**config.mk**
```make
export PLATFORM = sky130hd
export DESIGN_NAME = pdpc_ctrl
export DESIGN_NICKNAME = d
export VERILOG_FILES = /design/src/pdpc_pkg.sv /design/src/pdpc_ctrl.sv
export SDC_FILE = /design/constraint.sdc
export NUM_CORES = 1
export LEC_CHECK = 0
export ABC_AREA = 1
export BUFFER_PORTS_ARGS = -buffer_cell sky130_fd_sc_hd__buf_4
export CAP_MARGIN = 20
export CORE_MARGIN = 2
export CORE_UTILIZATION = 55
export DETAILED_ROUTE_END_ITERATION = 6
export PLACE_DENSITY_LB_ADDON = 0.25
export SLEW_MARGIN = 40
export SYNTH_ARGS = -nofsm -noshare
export SYNTH_HDL_FRONTEND = slang
export SYNTH_SLANG_ARGS = --single-unit
```
**constraint.sdc**
```tcl
create_clock -name aclk -period 3.95 [get_ports aclk]
set_input_delay 1.185 -clock aclk [delete_from_list [all_inputs] [get_ports aclk]]
set_output_delay 1.185 -clock aclk [all_outputs]
set_load 0.02 [all_outputs]
```
**src/pdpc_pkg.sv**
```systemverilog
// Package: field layout, codes and controller/datapath interface types.
`timescale 1ns / 1ps
`default_nettype none

package pdpc_pkg;

    // fixed field widths
    localparam int SEL_W    = 5;
    localparam int WIDX_W   = 12;
    localparam int WEIGHT_W = 24;
    localparam int COUNT_W  = 16;
    localparam int ACTIVE_W = 6;
    localparam int SCORE_W  = 56;

    // input tdata layout, lowest bit up
    localparam int SEL_LSB    = 0;
    localparam int WIDX_LSB   = SEL_LSB + SEL_W;
    localparam int WEIGHT_LSB = WIDX_LSB + WIDX_W;
    localparam int COUNT_LSB  = WEIGHT_LSB + WEIGHT_W;
    localparam int IN_FIELDS_W = COUNT_LSB + COUNT_W;
    localparam int IN_TDATA_W  = ((IN_FIELDS_W + 7) / 8) * 8;

    // output tdata layout, lowest bit up
    localparam int BEST_LSB     = 0;
    localparam int SCORE_LSB    = BEST_LSB + SEL_W;
    localparam int MARGIN_LSB   = SCORE_LSB + SCORE_W;
    localparam int OUT_FIELDS_W = MARGIN_LSB + SCORE_W;
    localparam int OUT_TDATA_W  = ((OUT_FIELDS_W + 7) / 8) * 8;

    localparam logic [ACTIVE_W-1:0] ACTIVE_RESET = ACTIVE_W'(32);

    // tuser codes
    localparam logic MODE_LOAD  = 1'b0;
    localparam logic MODE_COUNT = 1'b1;

    // controller -> datapath
    typedef struct packed {
        logic weight_write;  // store the incoming weight
        logic elem_load;     // latch word index and count of a count element
        logic acc_issue;     // start one accumulate step for the current profile
        logic sweep_issue;   // read one score for the argmax, clear it behind
        logic clear_issue;   // zero one accumulator (reset pass, sweep tail)
        logic diff_load;     // register best minus runner-up
        logic out_load;      // load the result register
    } cmd_t;

    // datapath -> controller
    typedef struct packed {
        logic acc_busy;      // accumulate pipeline still holds a step
        logic out_free;      // result register can take a new word
    } status_t;

endpackage

`default_nettype wire

```
**src/pdpc_ctrl.sv**
```systemverilog
// Controller: sequencing of loads, per-profile accumulate, argmax sweep and clear pass.
`timescale 1ns / 1ps
`default_nettype none

module pdpc_ctrl #(
    parameter int MAX_PROFILES  = 32,
    parameter int VECTOR_LENGTH = 4096,
    parameter int PW = (MAX_PROFILES > 1) ? $clog2(MAX_PROFILES) : 1
) (
    input  wire                              aclk,
    input  wire                              aresetn,
    input  wire                              cfg_wr_en,
    input  wire  [pdpc_pkg::ACTIVE_W-1:0]    cfg_wr_data,
    input  wire                              s_tvalid,
    output logic                             s_tready,
    input  wire                              mode,
    input  wire                              last,
    input  wire  [pdpc_pkg::SEL_W-1:0]       sel,
    input  wire  [pdpc_pkg::WIDX_W-1:0]      widx,
    input  wire  pdpc_pkg::status_t          status,
    output pdpc_pkg::cmd_t                   cmd,
    output logic [PW-1:0]                    index
);
    import pdpc_pkg::*;

    localparam int CNT_W = $clog2(MAX_PROFILES + 1);

    typedef enum logic [7:0] {
        ST_CLEAR = 8'b0000_0001,
        ST_IDLE  = 8'b0000_0010,
        ST_ACC   = 8'b0000_0100,
        ST_DRAIN = 8'b0000_1000,
        ST_SWEEP = 8'b0001_0000,
        ST_SWAIT = 8'b0010_0000,
        ST_DIFF  = 8'b0100_0000,
        ST_EMIT  = 8'b1000_0000
    } state_t;

    state_t             state_reg, state_next;
    logic [CNT_W-1:0]   p_reg, p_next;
    logic               last_reg, last_next;
    logic [ACTIVE_W-1:0] active_reg;
    logic [CNT_W-1:0]   n_eff;
    logic               p_at_end, p_at_max;
    logic               accept, sel_ok, widx_ok;

    always_ff @(posedge aclk) begin
        if (!aresetn) begin
            active_reg <= ACTIVE_RESET;
        end else if (cfg_wr_en) begin
            active_reg <= cfg_wr_data;
        end
    end

    always_comb begin
        if (active_reg == '0) begin
            n_eff = CNT_W'(1);
        end else if (int'(active_reg) > MAX_PROFILES) begin
            n_eff = CNT_W'(MAX_PROFILES);
        end else begin
            n_eff = CNT_W'(active_reg);
        end
    end

    assign p_at_end = (p_reg == n_eff - CNT_W'(1));
    assign p_at_max = (p_reg == CNT_W'(MAX_PROFILES - 1));
    assign s_tready = (state_reg == ST_IDLE);
    assign accept   = s_tvalid & s_tready;
    assign sel_ok   = int'(sel) < MAX_PROFILES;
    assign widx_ok  = int'(widx) < VECTOR_LENGTH;
    assign index    = p_reg[PW-1:0];

    always_comb begin
        state_next = state_reg;
        p_next     = p_reg;
        last_next  = last_reg;
        cmd        = '0;
        case (state_reg)
            ST_CLEAR: begin
                cmd.clear_issue = 1'b1;
                p_next = p_reg + CNT_W'(1);
                if (p_at_max) begin
                    state_next = ST_IDLE;
                end
            end
            ST_IDLE: begin
                p_next = '0;
                if (accept) begin
                    if (mode == MODE_LOAD) begin
                        cmd.weight_write = sel_ok & widx_ok;
                    end else begin
                        cmd.elem_load = 1'b1;
                        last_next     = last;
                        if (widx_ok) begin
                            state_next = ST_ACC;
                        end else if (last) begin
                            state_next = ST_SWEEP;
                        end
                    end
                end
            end
            ST_ACC: begin
                cmd.acc_issue = 1'b1;
                p_next = p_reg + CNT_W'(1);
                if (p_at_end) begin
                    state_next = ST_DRAIN;
                end
            end
            ST_DRAIN: begin
                p_next = '0;
                if (!status.acc_busy) begin
                    state_next = last_reg ? ST_SWEEP : ST_IDLE;
                end
            end
            ST_SWEEP: begin
                // argmax over the profiles in use; entries past them are only
                // zeroed, since a lowered count can leave scores up there
                if (p_reg < n_eff) begin
                    cmd.sweep_issue = 1'b1;
                end else begin
                    cmd.clear_issue = 1'b1;
                end
                p_next = p_reg + CNT_W'(1);
                if (p_at_max) begin
                    state_next = ST_SWAIT;
                end
            end
            ST_SWAIT: begin
                state_next = ST_DIFF;
            end
            ST_DIFF: begin
                cmd.diff_load = 1'b1;
                state_next = ST_EMIT;
            end
            ST_EMIT: begin
                if (status.out_free) begin
                    cmd.out_load = 1'b1;
                    state_next = ST_IDLE;
                end
            end
            default: begin
                state_next = ST_IDLE;
            end
        endcase
    end

    always_ff @(posedge aclk) begin
        if (!aresetn) begin
            state_reg <= ST_CLEAR;
            p_reg     <= '0;
            last_reg  <= 1'b0;
        end else begin
            state_reg <= state_next;
            p_reg     <= p_next;
            last_reg  <= last_next;
        end
    end

endmodule

`default_nettype wire

```
==> results.py, run 1 <==
metrics = {
    "logic_synthesis": {
        "synthArstFlopShare_pct": 0,
        "yosysWarnings": 0,
        "syn_avg_cell_area_um2": 6.39,
        "syn_inst": 227,
        "synth_edf_count": 0,
        "synthFlopType": "dfxtp_1",
        "synth_area_um2": 1450,
        "yosysUniqueCellTypes": 24,
        "syn_nets": 266,
        "ys_seq_elements": 21,
        "ys_seq_area_share_pct": 29.0,
    },
    "worst_setup_path": {
        "r2r-start": "active_reg[5]$_SDFFE_PN1P_",
        "path_class": "reg2out",
        "endpoint": "cmd[2]",
        "crit_slowest_cell": "dfxtp_1",
        "rrSetupSlack_ns": 1.82,
        "startpoint_type": "flop",
        "cp_data_required_time_ns": 2.76,
        "crit_path_max_fanout": 5,
        "crit_buf_inv": 3,
        "crit_cells": 11,
        "path_delay_family": "simple AND/OR/NAND/NOR gates",
        "startpoint": "active_reg[3]$_SDFFE_PN0P_",
        "r2r-end": "state_reg[1]$_SDFFE_PN0P_",
        "cp.arrival_ns": 2.09,
        "crit_chain": "inv_1 -> nor2_1 -> inv_1 -> ha_1 -> nand2_1 -> nor2_1 -> o21ai_0 -> o211ai_1 -> nand3_1 -> nand2_1 -> buf_4",
        "r2r_cells": 15,
        "critPathMaxStageDelay_ns": 0.35,
        "critPathCaptureType": "output port",
    },
    "routing": {
        "viasPerCell": 5.19,
        "vias": 1454,
        "firstDrtPassIters": 4,
        "drtIter0Drc": 71,
        "antenna_left": 0,
        "drc": 0,
        "post_drt_wl_per_cell_um": 10.9,
        "drt_wl_total_um": 3050,
    },
    "sta": {
        "fin_crit_sh_pct": 82.9,
        "max_clock_freq_mhz": 306,
        "slew_viol_final": 0,
        "setup_viol": 0,
        "tns_ns": 0,
        "hold_viol": 0,
        "relSlewSlack_pct": 74.5,
        "rsz0062_at_grt": "false",
        "finalCriticalPeriod_ns": 3.27,
        "skew_ns": 0.00206,
        "worstMarginPinSlew_ns": 0.381,
    },
    "cells_and_area": {
        "synthToLayoutAreaGrowth_pct": 14.4,
        "final_util_pct": 67.0,
        "nNetsFinal": 290,
        "final_cell_area_um2": 1660,
        "largest_reg_flops": 8,
        "diodes": 0,
        "drive_gt1_share_pct": 17.2,
    },
    "clock_network": {
        "postCtsSetupBuffers": 0,
        "cts_buffer_depth": 2,
        "cts-resized-gates": 0,
        "clkTransAtPathRegs_ns": 0.12,
        "ctsRootBufferMaster": "clkbuf_4",
        "cts_sinks": 21,
        "cts_tree": "done",
        "clkLatencyLatePin_ns": 0.30,
        "htreeDepth": 1,
        "cts_buffers": 3,
        "cts-hold-fix-buffers": 0,
    },
    "floorplan": {
        "row_count": 18,
        "dieArea_um2": 3060,
        "ioPinCount": 44,
        "die_h_um": 55.4,
        "initial_core_util_pct": 58.5,
        "die_w_um": 55.4,
        "core_um2": 2480,
    },
    "power_and_ir_drop": {
        "seq_power_share_pct": 34.8,
        "power_frac_clock_pct": 13.6,
        "power_frac_comb_pct": 51.6,
        "peakVddDrop_mv": 0.347,
        "netSwitchingFraction_pct": 45.7,
        "p_leak_nw": 0.847,
        "power.density_nw_per_um2": 478,
        "p_switching_w": 0.000362,
        "internal_power_w": 0.000431,
    },
    "global_route": {
        "grt_pass1_vias": 1258,
        "grt_usage_pct": 21.7,
        "antenna_found_initial": 0,
        "gr-total-overflow": 0,
        "grt_max_degree": 15,
        "grt_pass1_wl_um": 5420,
    },
    "status": {
        "status": "finished clean",
    },
    "flow_run": {
        "drv_cap": 0,
    },
    "placement": {
        "gp_congestion": 0.829,
        "portBuffers": 26,
        "hpwl_um": 2370,
        "dpl_cell_area_um2": 1630,
    },
    "worst_hold_path": {
        "hold_path.class": "reg2reg",
        "holdCritStartpoint": "last_reg$_SDFFE_PN0P_",
    },
}
-- how the worst min path moves through the flow --
stage,end,slack (ns),cells after the start
finish,last_reg$_SDFFE_PN0P_,0.48,2
global route,last_reg$_SDFFE_PN0P_,0.52,2
CTS,last_reg$_SDFFE_PN0P_,0.48,2
detailed placement,last_reg$_SDFFE_PN0P_,0.47,2
global placement,last_reg$_SDFFE_PN0P_,0.46,2
floorplan,last_reg$_SDFFE_PN0P_,0.44,2
-- cells by family (layout without fill, tap and decap cells) --
kind of cell | after synthesis | after routing | share of synthesized area [%]
AO/OA/AOI/OAI | 32 | 32 | 11.4
flip-flops | 21 | 21 | 29.0
XOR/XNOR | 4 | 4 | 2.42
AND/OR/NAND/NOR | 119 | 119 | 37.5
adder cells (fa/ha/maj) | 8 | 8 | 6.90
buffers and inverters | 43 | 66 | 12.8
-- synthesized netlist by cell type (all sizes together) (2+ instances only) --
cell	number	share of area (%)
nand2	51	14
inv	36	9.3
nor2	34	10
dfxtp	21	29
nand3	19	6.9
a21oi	17	5.9
o21ai	13	4.5
ha	8	6.9
buf	7	3.5
nor3	7	3.1
nand4	6	2.6
xor2	3	1.8
nand3b	2	1.0
-- layer usage --
metal,track usage (%),part of all wire (%),up-vias
li1,-,-,770
met1,29.8,47,635
met2,35.2,46,45
met3,2.34,6.1,4
met4,7.67,0.85,0
met5,0,0,-
-- metrics by stage --
stage | setup slack, ns | hold WS, ns | power (W) | std cells
3_5_place_dp | 1.04 | 0.465 | 0.000687 | 276
5_1_grt | 0.393 | 0.522 | 0.000870 | 280
4_1_cts | 0.680 | 0.483 | 0.000797 | 280
6_report | 0.677 | 0.480 | 0.000793 | 280
2_1_floorplan | 1.25 | 0.444 | 0.000590 | 227
3_3_place_gp | 1.06 | 0.459 | 0.000681 | 276
-- worst min-delay path: cells and delay by family (launching register included) --
kind            cells  cell delay, ns
compound gates      1            0.06
buf+inv             1            0.07
flops               1            0.33
-- area by class of cell --
type / instances / area [um2]
sequential: 21 / 420
fill: 241 / 818
tap: 30 / 37.5
timing repair buffer: 26 / 195
inverter: 36 / 135
multi-input combinational: 163 / 845
clock buffer: 4 / 26.3
-- placed cells by master, fill, tap and decap left out, types with 2 or more instances in the layout --
cell type / Yosys / routed
a21oi_1: 17 / 17
buf_4: 6 / 26
clkbuf_4: 0 / 3
dfxtp_1: 21 / 21
ha_1: 8 / 8
inv_1: 32 / 32
inv_2: 4 / 4
nand2_1: 47 / 47
nand2_2: 4 / 4
nand3_1: 18 / 18
nand3b_1: 2 / 2
nand4_1: 6 / 6
nor2_1: 31 / 31
nor2_4: 2 / 2
nor3_1: 5 / 5
nor3_2: 2 / 2
o21ai_0: 10 / 10
o21ai_1: 3 / 3
xor2_1: 3 / 3
-- power groups by stage --
stage               clock network, W  logic (W)  registers, W
floorplan                          0   0.000318      0.000272
CTS                         0.000111   0.000411      0.000276
global route                0.000120   0.000466      0.000283
finish                      0.000108   0.000409      0.000276
detailed placement                 0   0.000408      0.000279
global placement                   0   0.000401      0.000280
(Power assumes the default switching activity.)
==> run 2: changes to the inputs <==
Settings changed: CORE_UTILIZATION 55 to 46.
Clock period 3.95 ns to 2.7 ns, I/O delays scaled along.
==> run 2 against run 1 <==
Effect of this change:
- total power up 53%
- global-route usage down 1.8 points
- sequential share of layout area down 1.7 points
- final cell count up 7.1%
- sequential power up 45%
- via count up 1.2%
- setup slack worse by 0.63 ns
- count of clock-buffer cells in the layout down 1
- hold slack better by 0.019 ns
- cell area up 9.1%
- non-clock buffer count up 6
- first-iteration DRC count down 35%
- largest cell class unchanged
==> results.py, run 2 (synthesized netlist as in run 1, its figures left out) <==
metrics = {
    "sta": {
        "tns_ns": 0,
        "setup_ws_ns": 0.0462,
        "slew_viol_final": 0,
        "relSlewSlack_pct": 71.5,
        "hold_viol": 0,
        "skew_ns": 0.0110,
        "setup_viol": 0,
        "worstMarginPinSlew_ns": 0.426,
        "max_clock_freq_mhz": 377,
        "finalCriticalPeriod_ns": 2.65,
        "fin_crit_sh_pct": 98.3,
        "rsz0062_at_grt": "true",
        "hold_slack_ns": 0.499,
    },
    "routing": {
        "drtIter0Drc": 46,
        "vias": 1472,
        "viasPerCell": 4.91,
        "antenna_left": 0,
        "post_drt_wl_per_cell_um": 11.1,
        "drc": 0,
        "drt_wl_total_um": 3320,
        "firstDrtPassIters": 4,
    },
    "clock_network": {
        "ctsRootBufferMaster": "clkbuf_4",
        "htreeDepth": 1,
        "clkTransAtPathRegs_ns": 0.14,
        "cts_buffer_depth": 2,
        "cts_buffers": 3,
        "cts_sinks": 21,
        "clkLatencyLatePin_ns": 0.32,
        "cts_tree": "done",
    },
    "cells_and_area": {
        "largest_reg_flops": 8,
        "multi_input_area_um2": 915,
        "drive_gt1_share_pct": 25.8,
        "nNetsFinal": 296,
        "fill_cells": 311,
        "final_cell_area_um2": 1810,
        "final_cell_mix": "nand2_1, buf_4, inv_1, nor2_1",
        "diodes": 0,
        "final_common_cell": "nand2_1",
        "synthToLayoutAreaGrowth_pct": 24.8,
        "regArea_um2": 428,
    },
    "floorplan": {
        "initial_core_util_pct": 47.9,
        "ioPinCount": 44,
        "core_um2": 3030,
        "row_count": 20,
        "die_h_um": 60.1,
        "die_w_um": 60.1,
        "dieArea_um2": 3620,
    },
    "power_and_ir_drop": {
        "p_leak_nw": 0.896,
        "peakVddDrop_mv": 0.404,
        "p_total_w": 0.00122,
        "power.density_nw_per_um2": 672,
    },
    "placement": {
        "dpl_cell_area_um2": 1670,
        "dp_slack_ns": 0.325,
        "hpwl_um": 2550,
        "portBuffers": 26,
        "gp_congestion": 0.817,
    },
    "worst_setup_path": {
        "rrSetupSlack_ns": 0.47,
        "r2r-start": "active_reg[5]$_SDFFE_PN1P_",
        "startpoint_type": "flop",
        "critPathCaptureType": "output port",
        "r2r_cells": 16,
        "r2r-end": "state_reg[4]$_SDFFE_PN0P_",
        "path_class": "reg2out",
        "crit_path_max_fanout": 3,
        "cp.arrival_ns": 1.84,
        "cp_data_required_time_ns": 1.89,
    },
    "global_route": {
        "busiest_layer": "met2",
        "gr-total-overflow": 0,
        "grt_use_met1_pct": 29.4,
        "grt_use_met2_pct": 30.1,
        "grt_usage_pct": 19.9,
        "grt_pass1_wl_um": 5490,
        "grt_max_degree": 15,
        "grt_pass1_vias": 1250,
        "antenna_found_initial": 0,
        "grtUsageMet3_pct": 2.81,
    },
    "flow_run": {
        "drv_cap": 0,
    },
    "worst_hold_path": {
        "holdCritStartpoint": "last_reg$_SDFFE_PN0P_",
        "hold_path.class": "reg2reg",
        "min_path_cells": 2,
        "worstHoldEndpoint": "last_reg$_SDFFE_PN0P_",
    },
    "status": {
        "status": "finished clean",
    },
}
[run 2: changes by cell type in the layout (fill, tap and decap cells not counted), sizes merged]
cell and change:
clkbuf -1, clkinv +1, buf +6
[run 2: what timing repair did]
action / in CTS / in global routing
endpoints found under the setup margin: 1 / 2
setup buffers: 0 / 3
pin swaps: 0 / 11
cloned: 0 / 0
resized for setup: 4 / 20
hold buffers: 0 / 0
[run 2: how the worst max path moves through the flow]
stage,end,from,slack [ns],depth (start not counted)
2_1_floorplan,cmd[3],active_reg[3]$_SDFFE_PN0P_,0.40,9
3_3_place_gp,cmd[2],active_reg[2]$_SDFFE_PN0P_,0.36,11
3_5_place_dp,cmd[2],active_reg[2]$_SDFFE_PN0P_,0.32,11
4_1_cts,cmd[2],active_reg[3]$_SDFFE_PN0P_,0.01,11
5_1_grt,cmd[2],active_reg[2]$_SDFFE_PN0P_,-0.07,11
6_report,cmd[2],active_reg[2]$_SDFFE_PN0P_,0.05,11
[run 2: metal layers]
metal,wire [um],up-vias
li1,-,784
met1,1680,646
met2,1490,40
met3,134,2
met4,21,0
met5,0,-
[run 2: critical path, cell delays in order, from the launching register on]
cell      delay (ns)
dfxtp_2         0.37
inv_2           0.05
nor2_4          0.11
inv_2           0.07
ha_4            0.26
nand2_2         0.04
nor2_1          0.09
o21ai_1         0.06
o211ai_1        0.14
nand3_1         0.11
nand2_1         0.10
buf_6           0.12
[run 2: power by group]
part / internal, W / switching (W) / leakage [nW] / total [W]
clock network: 0.0000555 / 0.000109 / 0.0177 / 0.000164
registers: 0.000357 / 0.0000422 / 0.173 / 0.000399
logic: 0.000239 / 0.000414 / 0.706 / 0.000652
total: 0.000651 / 0.000565 / 0.896 / 0.00122
[run 2: area by class of cell]
class                           instances  share of cell area, %
Inverter                               36                   7.75
Multi-Input combinational cell        163                   50.6
Sequential cell                        21                   23.7
Clock buffer                            3                   1.24
Timing Repair Buffer                   32                   13.5
Tap cell                               44                   3.04
Clock inverter                          1                  0.277
[run 2: stage by stage]
stage | instances | utilization (%)
2_1_floorplan | 227 | -
6_report | 300 | 59.8
4_1_cts | 297 | 56.4
3_3_place_gp | 293 | 55.2
5_1_grt | 300 | 59.8
3_5_place_dp | 293 | 55.2
==> run 3: changes to the inputs <==
Settings changed: CAP_MARGIN 20 to unset, CORE_UTILIZATION 46 to 48, CTS_BUF_LIST set to sky130_fd_sc_hd__clkbuf_4.
==> run 3 against run 2 <==
Effect of this change:
- count of clock-buffer cells in the layout unchanged
- setup slack better by 0.0045 ns
- clock skew shrank 0.0095 ns
- largest power group unchanged
- sequential power up 3%
- routed wire length is 4.5% higher
- non-clock buffer count rose by 5
- the flow now finishes with violations (design-rule violations)
- register-to-register slack better by 0.08 ns
- total power barely moved
- sequential cell count is the same
- cell area rose by 2.8%
==> results.py, run 3 (synthesized netlist as in run 1, its figures left out) <==
metrics = {
    "sta": {
        "rsz0062_at_grt": "true",
        "setup_viol": 0,
        "hold_viol": 0,
        "fin_crit_sh_pct": 98.1,
        "slew_viol_final": 0,
        "max_clock_freq_mhz": 377,
        "worstMarginPinSlew_ns": 0.429,
        "relSlewSlack_pct": 71.3,
        "skew_ns": 0.00157,
        "finalCriticalPeriod_ns": 2.65,
    },
    "worst_setup_path": {
        "r2r-end": "state_reg[1]$_SDFFE_PN0P_",
        "path_class": "reg2out",
        "crit_path_max_fanout": 4,
        "critPathMaxStageDelay_ns": 0.41,
        "rrSetupSlack_ns": 0.55,
        "r2r-start": "active_reg[5]$_SDFFE_PN1P_",
        "startpoint_type": "flop",
        "cp.arrival_ns": 1.84,
        "critPathCaptureType": "output port",
        "crit_slowest_cell": "dfxtp_4",
        "crit_chain": "nor2_4 -> nand3_2 -> nand2_2 -> ha_2 -> nor2_2 -> o21ai_1 -> o211ai_1 -> nor2_1 -> buf_4",
        "cp_data_required_time_ns": 1.89,
        "r2r_cells": 15,
    },
    "placement": {
        "dp_cells": 279,
        "portBuffers": 26,
        "dpl_cell_area_um2": 1650,
        "gp_congestion": 0.804,
        "hpwl_um": 2510,
    },
    "cells_and_area": {
        "largest_reg_flops": 8,
        "instances_no_fill": 292,
        "final_util_pct": 66.3,
        "fill_cells": 270,
        "drive_gt1_share_pct": 29.5,
        "nNetsFinal": 301,
        "final_cell_area_um2": 1860,
        "diodes": 0,
        "synthToLayoutAreaGrowth_pct": 28.2,
        "final_common_cell": "nand2_1",
        "final_cell_mix": "nand2_1, buf_4, inv_1",
    },
    "clock_network": {
        "cts_buffer_depth": 2,
        "cts_sinks": 21,
        "clkTransAtPathRegs_ns": 0.12,
        "clkLatencyLatePin_ns": 0.31,
        "cts_tree": "done",
        "cts_buffers": 3,
        "cts-hold-fix-buffers": 0,
        "ctsRootBufferMaster": "clkbuf_4",
        "htreeDepth": 1,
    },
    "routing": {
        "vias": 1503,
        "drc": 2,
        "antenna_left": 0,
        "post_drt_wl_per_cell_um": 11.9,
        "drt_wl_total_um": 3480,
        "drtIter0Drc": 76,
        "firstDrtPassIters": 6,
        "viasPerCell": 5.15,
    },
    "floorplan": {
        "row_count": 19,
        "dieArea_um2": 3480,
        "ioPinCount": 44,
        "die_h_um": 59.0,
        "core_um2": 2810,
        "die_w_um": 59.0,
        "initial_core_util_pct": 51.7,
    },
    "power_and_ir_drop": {
        "p_leak_nw": 0.916,
        "power_frac_comb_pct": 53.2,
        "power.density_nw_per_um2": 653,
        "p_switching_w": 0.000560,
        "seq_power_share_pct": 33.7,
        "netSwitchingFraction_pct": 46.1,
        "power_frac_clock_pct": 13.1,
        "internal_power_w": 0.000654,
        "peakVddDrop_mv": 0.454,
    },
    "worst_hold_path": {
        "min_path_cells": 2,
        "holdCritStartpoint": "active_reg[3]$_SDFFE_PN0P_",
        "hold_path.class": "reg2reg",
        "worstHoldEndpoint": "active_reg[3]$_SDFFE_PN0P_",
    },
    "status": {
        "status": "complete, but fails checks",
        "failed_checks": "design-rule violations",
    },
    "global_route": {
        "gr-total-overflow": 0,
        "grt_pass1_vias": 1268,
        "grt_usage_pct": 19.8,
        "grt_max_degree": 15,
        "grt_pass1_wl_um": 5350,
        "antenna_found_initial": 0,
    },
    "flow_run": {
        "drv_cap": 0,
    },
}
## run 3: worst max-delay path, delay by kind of cell (launching register included)
family                   cells  cell delay, ns
AND/OR/NAND/NOR              5            0.50
adder cells (fa/ha/maj)      1            0.17
AO/OA/AOI/OAI                2            0.30
flip-flops                   1            0.41
buffers and inverters        1            0.16
## run 3: power by group through the flow
stage          registers [W]  clock network [W]  logic, W
2_1_floorplan       0.000398                  0  0.000465
3_3_place_gp        0.000407                  0  0.000594
3_5_place_dp        0.000409                  0  0.000604
4_1_cts             0.000402           0.000159  0.000610
5_1_grt             0.000417           0.000172  0.000723
6_report            0.000410           0.000159  0.000646
## run 3: worst max-delay path by stage
stage / start / cells past startpoint / endpoint
floorplan: active_reg[3]$_SDFFE_PN0P_ / 9 / cmd[3]
global route: active_reg[0]$_SDFFE_PN0P_ / 10 / cmd[2]
global placement: active_reg[2]$_SDFFE_PN0P_ / 11 / cmd[2]
finish: active_reg[5]$_SDFFE_PN1P_ / 9 / cmd[3]
CTS: active_reg[3]$_SDFFE_PN0P_ / 11 / cmd[2]
detailed placement: active_reg[3]$_SDFFE_PN0P_ / 11 / cmd[2]
## run 3: timing repair
action,4_1_cts,5_1_grt
resized for setup,7,24
setup buffers,1,8
pin swaps,4,10
endpoints found under the setup margin,1,2
## run 3: cell type report
| cell class | instances | area [um2] | share of cell area, % |
|---|---|---|---|
| tap | 31 | 38.8 | 2.09 |
| multi-input combinational | 163 | 945 | 50.8 |
| sequential | 21 | 427 | 22.9 |
| clock inverter | 1 | 5.00 | 0.269 |
| clock buffer | 3 | 22.5 | 1.21 |
| timing repair buffer | 37 | 282 | 15.1 |
| inverter | 36 | 140 | 7.54 |
## run 3: layer usage
layer / vias up / share of wire, % / global-route usage [%]
met5: - / 0 / 0
met4: 0 / 1.2 / 5.84
met3: 4 / 5.3 / 1.98
met2: 39 / 46 / 31.7
met1: 660 / 47 / 28.0
li1: 800 / - / -
## run 3: metrics by stage
stage	power [W]	hold WS, ns	TNS [ns]	setup WS, ns
finish	0.00121	0.509	0	0.0508
global route	0.00131	0.540	-0.0780	-0.0399
CTS	0.00117	0.506	0	0.00295
detailed placement	0.00101	0.477	0	0.335
global placement	0.00100	0.466	0	0.375
floorplan	0.000863	0.444	0	0.402
